**config.mk**
```make
export PLATFORM = sky130hd
export DESIGN_NAME = float_power_integer_exponent
export DESIGN_NICKNAME = d
export VERILOG_FILES = /design/src/sv/fpie_pkg.sv /design/src/sv/float_power_integer_exponent.sv /design/src/sv/fpie_unit.sv
export SDC_FILE = /design/constraint.sdc
export NUM_CORES = 2
export LEC_CHECK = 0
export ABC_AREA = 0
export BUFFER_PORTS_ARGS = -buffer_cell sky130_fd_sc_hd__buf_2
export CELL_PAD_IN_SITES_DETAIL_PLACEMENT = 0
export CELL_PAD_IN_SITES_GLOBAL_PLACEMENT = 1
export CORE_AREA = 3 3 403 405
export DETAILED_ROUTE_END_ITERATION = 8
export DIE_AREA = 0 0 406 408
export PLACE_DENSITY_LB_ADDON = 0.1
export SETUP_SLACK_MARGIN = 0.3
export SLEW_MARGIN = 20
export SYNTH_ARGS = -nofsm -noshare
export SYNTH_HDL_FRONTEND = slang
export SYNTH_SLANG_ARGS = --single-unit
```
**constraint.sdc**
```tcl
create_clock -name clk -period 11.5 [get_ports clk]
set_input_delay 1.15 -clock clk [delete_from_list [all_inputs] [get_ports clk]]
set_output_delay 1.15 -clock clk [all_outputs]
set_load 0.1 [all_outputs]
```
**src/sv/fpie_pkg.sv**
```systemverilog
package fpie_pkg;

    // default width of the signed power
    localparam int FPIE_EXP_W = 32;

    // IEEE double fields
    localparam logic [10:0] FPIE_EXP_MAX = 11'h7FF;
    localparam logic [63:0] FPIE_ONE     = 64'h3FF0_0000_0000_0000;
    localparam logic [63:0] FPIE_ZERO    = 64'h0000_0000_0000_0000;
    localparam logic [63:0] FPIE_DEF_NAN = 64'hFFF8_0000_0000_0000;

    // operations of the shared arithmetic unit
    typedef enum logic
    {
        FPIE_OP_MUL,
        FPIE_OP_RECIP
    } fpie_op_t;

    // request into the arithmetic unit
    typedef struct packed
    {
        logic        start;
        fpie_op_t    op;
        logic [63:0] a;
        logic [63:0] b;
    } fpie_req_t;

    // response from the arithmetic unit
    typedef struct packed
    {
        logic        done;
        logic [63:0] result;
    } fpie_rsp_t;

endpackage

```
**src/sv/float_power_integer_exponent.sv**
```systemverilog
// Raises an IEEE double base to a signed integer power by repeated squaring,
// every product rounded to nearest even. One request is taken at a time:
// req_stall stays high from acceptance until the result is loaded into the
// output register, which then holds it for the consumer while the next
// request may already start. A zero base skips the multiply loop
// (domain_error set for a power of zero or less). Otherwise the time is set
// by the shared double unit: a multiply takes longer when an operand is
// subnormal, since its leading one is brought up a bit at a time, or when the
// result is shifted into the subnormal range, a negative power adds a
// reciprocal, and the number of multiplies is popcount(|power|) +
// floor(log2(|power|)), at most 61 for a 32-bit power.
module float_power_integer_exponent
#(
    parameter int EXPONENT_WIDTH = fpie_pkg::FPIE_EXP_W
)
(
    input  logic                             clk,
    input  logic                             rst_n,
    input  logic                             req_valid,
    output logic                             req_stall,
    input  logic [63:0]                      base_bits,
    input  logic signed [EXPONENT_WIDTH-1:0] exponent,
    output logic                             rsp_valid,
    input  logic                             rsp_stall,
    output logic [63:0]                      result_bits,
    output logic                             domain_error
);
    import fpie_pkg::*;

    typedef enum logic [2:0]
    {
        S_IDLE,
        S_STEP,
        S_WAIT,
        S_DONE
    } state_t;

    state_t                    state_reg;
    logic [EXPONENT_WIDTH-1:0] count_reg;
    logic [63:0]               base_reg;
    logic [63:0]               acc_reg;
    logic                      recip_reg;
    logic                      dest_acc_reg;
    logic                      derr_reg;
    logic                      rsp_valid_reg;
    logic [63:0]               result_reg;
    logic                      domain_error_reg;

    fpie_req_t                 ureq;
    fpie_rsp_t                 ursp;

    logic                      negative;
    logic [EXPONENT_WIDTH-1:0] magnitude;
    logic                      accept;

    assign negative  = exponent[EXPONENT_WIDTH-1];
    assign magnitude = negative ? (~exponent + 1'b1) : exponent;
    assign accept    = req_valid && (state_reg == S_IDLE);
    assign req_stall = state_reg != S_IDLE;

    // issue one unit operation per loop step
    always_comb
    begin
        ureq.start = state_reg == S_STEP && (recip_reg || count_reg != '0);
        ureq.op    = recip_reg ? FPIE_OP_RECIP : FPIE_OP_MUL;
        ureq.a     = (!recip_reg && count_reg[0]) ? acc_reg : base_reg;
        ureq.b     = base_reg;
    end

    fpie_unit u_unit
    (
        .clk   (clk),
        .rst_n (rst_n),
        .req   (ureq),
        .rsp   (ursp)
    );

    always_ff @(posedge clk or negedge rst_n)
    begin
        if (!rst_n)
        begin
            state_reg        <= S_IDLE;
            count_reg        <= '0;
            base_reg         <= '0;
            acc_reg          <= '0;
            recip_reg        <= 1'b0;
            dest_acc_reg     <= 1'b0;
            derr_reg         <= 1'b0;
            rsp_valid_reg    <= 1'b0;
            result_reg       <= '0;
            domain_error_reg <= 1'b0;
        end
        else
        begin
            // output drained; S_DONE reloads it itself
            if (rsp_valid_reg && !rsp_stall && state_reg != S_DONE)
                rsp_valid_reg <= 1'b0;

            unique case (state_reg)
                S_IDLE:
                begin
                    if (accept)
                    begin
                        count_reg <= magnitude;
                        base_reg  <= base_bits;
                        recip_reg <= negative;
                        if (base_bits[62:0] == '0)
                        begin
                            acc_reg   <= FPIE_ZERO;
                            derr_reg  <= negative || (magnitude == '0);
                            state_reg <= S_DONE;
                        end
                        else
                        begin
                            acc_reg   <= FPIE_ONE;
                            derr_reg  <= 1'b0;
                            state_reg <= S_STEP;
                        end
                    end
                end

                // recip first; even count squares base, odd folds it into acc
                S_STEP:
                begin
                    if (recip_reg)
                    begin
                        dest_acc_reg <= 1'b0;
                        state_reg    <= S_WAIT;
                    end
                    else if (count_reg == '0)
                        state_reg <= S_DONE;
                    else
                    begin
                        dest_acc_reg <= count_reg[0];
                        count_reg    <= count_reg[0] ? (count_reg - 1'b1)
                                                     : (count_reg >> 1);
                        state_reg    <= S_WAIT;
                    end
                end

                S_WAIT:
                begin
                    if (ursp.done)
                    begin
                        recip_reg <= 1'b0;
                        if (dest_acc_reg)
                            acc_reg <= ursp.result;
                        else
                            base_reg <= ursp.result;
                        state_reg <= S_STEP;
                    end
                end

                S_DONE:
                begin
                    if (!rsp_valid_reg || !rsp_stall)
                    begin
                        rsp_valid_reg    <= 1'b1;
                        result_reg       <= acc_reg;
                        domain_error_reg <= derr_reg;
                        state_reg        <= S_IDLE;
                    end
                end

                default:
                    state_reg <= S_IDLE;
            endcase
        end
    end

    assign rsp_valid    = rsp_valid_reg;
    assign result_bits  = result_reg;
    assign domain_error = domain_error_reg;

endmodule

```
**src/sv/fpie_unit.sv**
```systemverilog
// Iterative double unit: a*b or 1/b, round to nearest even.
// Multiply takes four 27x27 partial products; reciprocal is restoring
// division, one quotient bit per cycle.
module fpie_unit
(
    input  logic              clk,
    input  logic              rst_n,
    input  fpie_pkg::fpie_req_t req,
    output fpie_pkg::fpie_rsp_t rsp
);
    import fpie_pkg::*;

    typedef enum logic [3:0]
    {
        U_IDLE,
        U_NORM,
        U_MUL,
        U_DIV,
        U_PACK,
        U_DENORM,
        U_ROUND,
        U_DONE
    } ustate_t;

    localparam logic signed [13:0] EMIN   = -14'sd1022;
    localparam logic signed [13:0] EFLUSH = -14'sd1079;
    localparam logic signed [13:0] BIAS   = 14'sd1023;
    localparam logic signed [13:0] BMAX   = 14'sd2047;

    ustate_t            state_reg, state_next;
    fpie_op_t           op_reg, op_next;
    logic               sr_reg, sr_next;
    logic signed [13:0] ea_reg, ea_next;
    logic signed [13:0] eb_reg, eb_next;
    logic [52:0]        ma_reg, ma_next;
    logic [52:0]        mb_reg, mb_next;
    logic [5:0]         step_reg, step_next;
    logic [105:0]       prod_reg, prod_next;
    logic [53:0]        rem_reg, rem_next;
    logic [55:0]        norm_reg, norm_next;
    logic               sticky_reg, sticky_next;
    logic signed [13:0] e_reg, e_next;
    logic [63:0]        result_reg, result_next;

    // operand decode
    logic [10:0] fa, fb;
    logic        a_nan, b_nan, a_inf, b_inf, a_zero, b_zero, s_xor;

    // shared multiplier
    logic [26:0]  mx, my;
    logic [53:0]  pp;
    logic [105:0] pp_sh;

    // divide step
    logic         qbit;
    logic [53:0]  rem_sub;

    // rounding
    logic         rnd_up;
    logic [53:0]  sig;
    logic signed [13:0] biased;

    always_comb
    begin
        fa     = req.a[62:52];
        fb     = req.b[62:52];
        a_nan  = (fa == FPIE_EXP_MAX) && (req.a[51:0] != '0);
        b_nan  = (fb == FPIE_EXP_MAX) && (req.b[51:0] != '0);
        a_inf  = (fa == FPIE_EXP_MAX) && (req.a[51:0] == '0);
        b_inf  = (fb == FPIE_EXP_MAX) && (req.b[51:0] == '0);
        a_zero = req.a[62:0] == '0;
        b_zero = req.b[62:0] == '0;
        s_xor  = req.a[63] ^ req.b[63];
    end

    // partial product select: low and high halves of each significand
    always_comb
    begin
        unique case (step_reg[1:0])
            2'd0:
            begin
                mx    = ma_reg[26:0];
                my    = mb_reg[26:0];
            end
            2'd1:
            begin
                mx    = ma_reg[26:0];
                my    = {1'b0, mb_reg[52:27]};
            end
            2'd2:
            begin
                mx    = {1'b0, ma_reg[52:27]};
                my    = mb_reg[26:0];
            end
            default:
            begin
                mx    = {1'b0, ma_reg[52:27]};
                my    = {1'b0, mb_reg[52:27]};
            end
        endcase
        pp = mx * my;
        // high x high is at most 52 bits wide
        unique case (step_reg[1:0])
            2'd0:    pp_sh = {52'd0, pp};
            2'd1:    pp_sh = {25'd0, pp, 27'd0};
            2'd2:    pp_sh = {25'd0, pp, 27'd0};
            default: pp_sh = {pp[51:0], 54'd0};
        endcase
    end

    always_comb
    begin
        qbit    = rem_reg >= {1'b0, mb_reg};
        rem_sub = qbit ? (rem_reg - {1'b0, mb_reg}) : rem_reg;
    end

    always_comb
    begin
        rnd_up = norm_reg[2] & (norm_reg[3] | norm_reg[1] | norm_reg[0] | sticky_reg);
        sig    = {1'b0, norm_reg[55:3]} + {53'd0, rnd_up};
        biased = e_reg + BIAS + {13'd0, sig[53]};
    end

    // sequencer
    always_comb
    begin
        state_next  = state_reg;
        op_next     = op_reg;
        sr_next     = sr_reg;
        ea_next     = ea_reg;
        eb_next     = eb_reg;
        ma_next     = ma_reg;
        mb_next     = mb_reg;
        step_next   = step_reg;
        prod_next   = prod_reg;
        rem_next    = rem_reg;
        norm_next   = norm_reg;
        sticky_next = sticky_reg;
        e_next      = e_reg;
        result_next = result_reg;

        unique case (state_reg)
            U_IDLE:
            begin
                if (req.start)
                begin
                    op_next    = req.op;
                    state_next = U_NORM;
                    ea_next    = (fa == '0) ? EMIN : ($signed({3'b000, fa}) - BIAS);
                    eb_next    = (fb == '0) ? EMIN : ($signed({3'b000, fb}) - BIAS);
                    ma_next    = {fa != '0, req.a[51:0]};
                    mb_next    = {fb != '0, req.b[51:0]};
                    if (req.op == FPIE_OP_MUL)
                    begin
                        sr_next = s_xor;
                        priority if (a_nan)
                        begin
                            result_next = req.a | (64'd1 << 51);
                            state_next  = U_DONE;
                        end
                        else if (b_nan)
                        begin
                            result_next = req.b | (64'd1 << 51);
                            state_next  = U_DONE;
                        end
                        else if ((a_inf && b_zero) || (a_zero && b_inf))
                        begin
                            result_next = FPIE_DEF_NAN;
                            state_next  = U_DONE;
                        end
                        else if (a_inf || b_inf)
                        begin
                            result_next = {s_xor, FPIE_EXP_MAX, 52'd0};
                            state_next  = U_DONE;
                        end
                        else if (a_zero || b_zero)
                        begin
                            result_next = {s_xor, 63'd0};
                            state_next  = U_DONE;
                        end
                    end
                    else
                    begin
                        sr_next = req.b[63];
                        ma_next = {1'b1, 52'd0};
                        priority if (b_nan)
                        begin
                            result_next = req.b | (64'd1 << 51);
                            state_next  = U_DONE;
                        end
                        else if (b_inf)
                        begin
                            result_next = {req.b[63], 63'd0};
                            state_next  = U_DONE;
                        end
                        else if (b_zero)
                        begin
                            result_next = {req.b[63], FPIE_EXP_MAX, 52'd0};
                            state_next  = U_DONE;
                        end
                    end
                end
            end

            // subnormal operands: bring leading one up, one bit a cycle
            U_NORM:
            begin
                step_next = '0;
                prod_next = '0;
                rem_next  = {2'b00, 1'b1, 51'd0} << 1;
                rem_next  = 54'd1 << 52;
                priority if (!ma_reg[52])
                begin
                    ma_next = {ma_reg[51:0], 1'b0};
                    ea_next = ea_reg - 14'sd1;
                end
                else if (!mb_reg[52])
                begin
                    mb_next = {mb_reg[51:0], 1'b0};
                    eb_next = eb_reg - 14'sd1;
                end
                else
                    state_next = (op_reg == FPIE_OP_MUL) ? U_MUL : U_DIV;
            end

            U_MUL:
            begin
                prod_next = prod_reg + pp_sh;
                step_next = step_reg + 6'd1;
                if (step_reg[1:0] == 2'd3)
                    state_next = U_PACK;
            end

            U_DIV:
            begin
                rem_next  = {rem_sub[52:0], 1'b0};
                prod_next = {prod_reg[104:0], qbit};
                step_next = step_reg + 6'd1;
                if (step_reg == 6'd56)
                    state_next = U_PACK;
            end

            // align to a 56-bit word with the leading one on top
            U_PACK:
            begin
                state_next = U_DENORM;
                if (op_reg == FPIE_OP_MUL)
                begin
                    if (prod_reg[105])
                    begin
                        norm_next   = prod_reg[105:50];
                        sticky_next = |prod_reg[49:0];
                        e_next      = ea_reg + eb_reg + 14'sd1;
                    end
                    else
                    begin
                        norm_next   = prod_reg[104:49];
                        sticky_next = |prod_reg[48:0];
                        e_next      = ea_reg + eb_reg;
                    end
                end
                else
                begin
                    if (prod_reg[56])
                    begin
                        norm_next   = prod_reg[56:1];
                        sticky_next = prod_reg[0] | (rem_reg != '0);
                        e_next      = -eb_reg;
                    end
                    else
                    begin
                        norm_next   = prod_reg[55:0];
                        sticky_next = rem_reg != '0;
                        e_next      = -eb_reg - 14'sd1;
                    end
                end
            end

            // tiny results: shift right into subnormal range, or flush when far below it
            U_DENORM:
            begin
                priority if (e_reg < EFLUSH)
                begin
                    norm_next   = '0;
                    sticky_next = 1'b1;
                    e_next      = EMIN;
                end
                else if (e_reg < EMIN)
                begin
                    norm_next   = {1'b0, norm_reg[55:1]};
                    sticky_next = sticky_reg | norm_reg[0];
                    e_next      = e_reg + 14'sd1;
                end
                else
                    state_next = U_ROUND;
            end

            U_ROUND:
            begin
                state_next = U_DONE;
                if (norm_reg[55])
                begin
                    if (biased >= BMAX)
                        result_next = {sr_reg, FPIE_EXP_MAX, 52'd0};
                    else
                        result_next = {sr_reg, biased[10:0], sig[53] ? 52'd0 : sig[51:0]};
                end
                else
                    result_next = {sr_reg, 10'd0, sig[52], sig[51:0]};
            end

            U_DONE:
                state_next = U_IDLE;

            default:
                state_next = U_IDLE;
        endcase
    end

    always_ff @(posedge clk or negedge rst_n)
    begin
        if (!rst_n)
        begin
            state_reg  <= U_IDLE;
            op_reg     <= FPIE_OP_MUL;
            sr_reg     <= 1'b0;
            ea_reg     <= '0;
            eb_reg     <= '0;
            ma_reg     <= '0;
            mb_reg     <= '0;
            step_reg   <= '0;
            prod_reg   <= '0;
            rem_reg    <= '0;
            norm_reg   <= '0;
            sticky_reg <= 1'b0;
            e_reg      <= '0;
            result_reg <= '0;
        end
        else
        begin
            state_reg  <= state_next;
            op_reg     <= op_next;
            sr_reg     <= sr_next;
            ea_reg     <= ea_next;
            eb_reg     <= eb_next;
            ma_reg     <= ma_next;
            mb_reg     <= mb_next;
            step_reg   <= step_next;
            prod_reg   <= prod_next;
            rem_reg    <= rem_next;
            norm_reg   <= norm_next;
            sticky_reg <= sticky_next;
            e_reg      <= e_next;
            result_reg <= result_next;
        end
    end

    assign rsp.done   = state_reg == U_DONE;
    assign rsp.result = result_reg;

endmodule
```
# After elaboration in Yosys (flattened, before gate mapping)

Index checks and enable logic that the tools add are counted.

Register bits: 673
Input bits: 100
Output and inout bits: 67
Logic and storage cells: 270

Add/sub/neg operators: 17
$mul: 1
Order comparisons: 4
Equal/unequal tests: 37
Multiplexer cells: 108
Bitwise logic cells: 8
Reductions and logical operators: 69

Operators with widths:

| cell                | count |
|---|---|
| $mux W64            | 17 |
| $pmux W64 S2        | 3 |
| $mux W53            | 7 |
| $pmux W106 S3       | 1 |
| $mux W56            | 5 |
| $pmux W106 S2       | 1 |
| $pmux W53 S2        | 2 |
| $logic_not A63 Y1   | 3 |
| $mux W14            | 12 |
| $mux W32            | 5 |
| $mux W63            | 2 |
| $pmux W56 S2        | 1 |
| $pmux W54 S2        | 1 |
| $add A106 B106 Y106 | 1 |
| $logic_not A52 Y1   | 2 |
| $reduce_bool A52 Y1 | 2 |
| $pmux W14 S2        | 3 |
| $logic_not A32 Y1   | 2 |
| $pmux W32 S2        | 1 |
| $mux W62            | 1 |
| $mux W4             | 14 |
| $add A53 B1 Y54     | 1 |
| $ge A54 B53 Y1      | 1 |
| $mul A27 B27 Y54    | 1 |
| 61 further kinds    | 155 |

# Logic depth before layout (Yosys ltp)

Depth in word-level cells: 13
Gate-level depth with buffers: 51
Gate-level depth less buffers: 46

# By module

Synthesis repeated with hierarchy kept, for this count alone.

Cell total of the unflattened synthesis: 8895
Area, all modules: 72378.2 um^2

By module, submodules not included:

| module                       | times used | cells an instance | area each (um^2) | sequential area each (um^2) |
|---|---|---|---|---|
| fpie_unit                    | 1          | 7677              | 60835.8          | 10985.5 |
| float_power_integer_exponent | 1          | 1218              | 11542.3          | 5780.5 |

# Worst setup path after synthesis

OpenSTA, ideal clock, no wires.

Kind: register to register
From: register u_unit.step_reg[0]
To: register u_unit.prod_reg[99]
Setup time: 0.126 ns
Arrival: 11.267 ns
Data required time: 11.374 ns
Path slack: 0.108 ns
Stages on the path, launching flop included: 45
Buffers on the path: 5
Clock period less this slack: 11.392 ns
Path through: dfrtp_1 -> inv_1 -> ha_1 -> clkbuf_1 -> nor2_1 -> clkbuf_1 -> mux2i_1 -> clkbuf_1 -> nor2_1 -> fa_1 -> inv_1 -> fa_1 -> inv_1 -> fa_1 -> fa_1 -> fa_1 -> fa_1 -> inv_1 -> [... 9 more ...] -> o221ai_1 -> o21a_1 -> or4b_1 -> nand3_1 -> a22o_1 -> ha_1 -> clkbuf_1 -> a21oi_1 -> o21ai_1 -> o21bai_1 -> a41o_1 -> a221o_1 -> a21o_1 -> a21oi_1 -> o21ai_1 -> a221oi_2 -> mux2i_1 -> nand2_1

Longest elaborated chain between the ends: 7
Elaborated cells between the ends (all ways): 12
Classes of those cells: add/sub (1); mul (1); eq/ne (2); mux (4); reduce/logical (4)

RTL lines:

| element                              | RTL line                          | source |
|---|---|---|
| start, declared                      | fpie_unit.sv:37                   | `logic [5:0] step_reg, step_next;` |
| start signal, assigned               | fpie_unit.sv:348                  | `step_reg <= step_next;` |
| $eq A2 B1 Y1 (tied with other cells) | fpie_unit.sv:79, fpie_unit.sv:103 |  |
| $reduce_or A2 Y1 (no line)           | --                                |  |
| $mux W27                             | fpie_unit.sv:79                   | `unique case (step_reg[1:0])` |
| $mul A27 B27 Y54                     | fpie_unit.sv:101                  | `pp = mx * my;` |
| $pmux W106 S2 *                      | fpie_unit.sv:103                  | `unique case (step_reg[1:0])` |
| $add A106 B106 Y106 *                | fpie_unit.sv:228                  | `prod_next = prod_reg + pp_sh;` |
| $pmux W106 S3 *                      | fpie_unit.sv:142                  | `unique case (state_reg)` |
| end signal, assigned                 | fpie_unit.sv:349                  | `prod_reg <= prod_next;` |
| end, declared                        | fpie_unit.sv:38                   | `logic [105:0] prod_reg, prod_next;` |

Every way passes the cells marked *; elsewhere a longest branch is shown, timed or not.
A chain may end at the register's enable or synchronous reset.

# Worst setup path in the final report

From: register u_unit.step_reg[1]
To: register u_unit.prod_reg[105]

The elaborated chain is that of the path after synthesis.

==> flow_summary.ini <==
[status]
run_status = finished, final reports clean

[critical_path]
cp-endpoint = u_unit.prod_reg[105]
worst_path_most_repeated_cell = sky130_fd_sc_hd__buf_4
critical_path_required_ns = 12.12
ff2ff_path_depth = 44
rrSetupSlack_ns = 0.22
startpoint = u_unit.step_reg[1]
critical_path.reg2reg.startpoint = u_unit.step_reg[1]
timing.critical_path.slowest_stage_cell = sky130_fd_sc_hd__fa_2
cp_data_arrival_time_ns = 11.91
crit_path_max_fanout = 7
critical_path.startpoint_type = flop
timing.critical_path.to_type = flop
critical-path-max-stage-delay_ns = 0.61
path_class = flop to flop
regToRegEndpoint = u_unit.prod_reg[105]

[global_route]
grt_max_degree = 151
grt_util_all_layers = 0.363
grt_first_pass_wirelength_um = 448000
antenna_found_initial = 9
gr-total-overflow = 0
first_global_vias = 66600

[synth]
combined_area_of_all_synthesized_cells_mm2 = 0.0713
synth_largest_type_area_fraction = 0.235
cell_with_the_most_instances_after_synthesis = sky130_fd_sc_hd__nand2_1
yosys.cell_types.count = 100
list_of_most_frequent_post_synthesis_cells = sky130_fd_sc_hd__nand2_1 (1041), sky130_fd_sc_hd__inv_1 (855), sky130_fd_sc_hd__nor2_1 (746), sky130_fd_sc_hd__dfrtp_1 (670), sky130_fd_sc_hd__fa_1 (627)
synth-seq-area-share = 0.235
synth_largest_area_cell = sky130_fd_sc_hd__dfrtp_1
syn_inst = 8547
mappedNetlistNets = 9656
most_instantiated_flip_flop_cell_in_the_synthesis_netlist = sky130_fd_sc_hd__dfrtp_1
synth-seq-cells = 670
ys_warn_count = 0
postSynth.asyncResetShare = 1.00
yosys-top-cells-area = sky130_fd_sc_hd__dfrtp_1 (23%), sky130_fd_sc_hd__fa_1 (18%), sky130_fd_sc_hd__ha_1 (6.7%)
average_instance_area_after_synthesis_um2 = 8.35
synth_enable_flop_cells = 0

[drt]
route.detailed.wl_per_inst_um = 27.1
dr_vias = 67400
drt_pre_antenna_iters = 8
remaining_drc_errors = 0
avgViaCountPerCell = 6.01
drt.antenna.violating_nets = 0
initialDrtViolationCount = 6513
detail_route.wirelength_um = 304000

[cells_and_area]
drive_above_1_share = 0.169
layout-area-overhead-vs-synth_pct = 18.0
finish.utilization = 0.531
finish.net_count = 10200
flip_flop_count_of_the_largest_register_all_copies_and_words_added = 106

[cts]
cts_htree_levels = 3
tritoncts = built
cts_hold_repair.buffers = 0
clock_tree.root_cell = sky130_fd_sc_hd__clkbuf_16
cts_inserted_buffers = 85
clock_sinks = 670
clk_transition_reported_paths_ns = 0.06
clock_insertion_delay_at_the_later_pin_of_the_skew_report_ns = 0.74
max-clock-path-buffers = 3

[floorplanning]
die_w_um = 406
placeableCoreArea_mm2 = 0.159
floorplan.initialDensity = 0.449
floorplan.die_area_mm2 = 0.166
die-height_um = 408
fp-row-count = 146
ioPinCount = 167

[timing]
grt_setup_unrepaired = yes
achievable_frequency_mhz = 88.6
setup_violators_final = 0
final_period_minus_worst_setup_slack_ns = 11.28
finalHoldViolCount = 0
slew_headroom = 0.256
max_slew.worst_pin.slew_ns = 1.11
skew_ns = 0.0465
fin_setup_tns_ns = 0
finalCritPeriodShare = 0.981
slew_viol_final = 0

[placed_design]
gpl.final_weighted_congestion = 1.05
port-buffer-count = 166
place_hpwl_um = 240000

[flow_run]
max_cap_violations = 0

[worst_hold_path]
kind_of_path_behind_the_tightest_hold_check = input pin to async pin
## worst max-delay path: cells and delay by family, from the launching register on
| family | cells | cell delay, ns |
|---|---|---|
| simple gates | 4 | 0.94 |
| compound gates | 18 | 3.50 |
| buf+inv | 9 | 1.23 |
| mux | 1 | 0.19 |
| flops | 1 | 0.41 |
| fa+ha+maj | 10 | 4.41 |
| xor+xnor | 2 | 0.44 |
## through the flow
stage | cell area [um2] | hold slack, ns | worst slack (ns) | std cells
floorplan | 71400 | 0.450 | 0.322 | 8547
global placement | 78500 | 0.461 | -0.301 | 10900
detailed placement | 78500 | 0.474 | -0.422 | 10900
CTS | 83000 | 0.449 | 0.300 | 11200
global route | 84200 | 0.475 | -0.141 | 11200
finish | 84200 | 0.427 | 0.218 | 11200
## cells by family (layout without fill, tap and decap cells)
group           count (synthesis)  in the layout  share of synthesized area
buf+inv                      1396           1982                     0.0746
flops                         670            670                      0.235
fa+ha+maj                    1009           1009                      0.243
other cells                     0              7                          0
xor+xnor                      349            349                     0.0432
compound gates               2147           2147                      0.190
simple gates                 2622           2622                      0.163
mux                           354            354                     0.0513
## repair_timing
item | 4_1_cts | 5_1_grt
buffers inserted | 74 | 34
pin swaps | 115 | 89
cloned | 4 | 0
gates resized for setup | 176 | 215
endpoints found under the setup margin | 35 | 56
## cell type report
cell class              count  area (um2)
flip-flops and latches    670       16800
inverters                 858        3220
diodes                      7        17.5
clock buffers             115        2410
fillers                 15100       74500
clock inverters            40         591
well taps                2072        2590
multi-input cells        6481       51000
repair buffers            969        7570
## worst min-delay path by stage
stage / to / cells after the start / start / slack, ns
after CTS: u_unit.rem_reg[42] / 1 / rst_n / 0.45
after floorplan: u_unit.mb_reg[20] / 2 / u_unit.mb_reg[20] / 0.45
after global placement: u_unit.mb_reg[6] / 2 / u_unit.mb_reg[6] / 0.46
after detailed placement: u_unit.mb_reg[6] / 2 / u_unit.mb_reg[6] / 0.47
after global routing: u_unit.rem_reg[41] / 1 / rst_n / 0.48
final: u_unit.rem_reg[42] / 1 / rst_n / 0.43
## layout by cell type, fill, tap and decap left out, drive strengths merged, types with 15 or more instances in the layout
cell type / count
nor4: 84
o31ai: 40
nand2b: 49
nor3: 187
fa: 627
mux2i: 260
mux2: 94
nor2b: 96
a22oi: 171
nor2: 746
or4: 15
a21o: 143
a31oi: 37
o21ai: 649
and2: 61
xnor2: 214
or2: 16
o22a: 15
o21bai: 54
a22o: 92
a221oi: 75
o211ai: 22
buf: 969
dfrtp: 670
a21oi: 570
clkinv: 27
nand2: 1041
or3: 17
and3: 46
clkbuf: 115
inv: 858
a211oi: 84
o21a: 37
xor2: 133
o22ai: 33
ha: 382
nand4: 100
nand3: 128
## metal layers
metal,vias to the layer above,track usage,wire length (um)
li1,30200,-,-
met1,33700,0.493,127000
met2,2776,0.559,135000
met3,651,0.0648,24000
met4,6,0.178,18000
met5,-,0,41
Power is not shown: default switching activity piles up to over one toggle a cycle in this logic, so the estimate is an artifact.
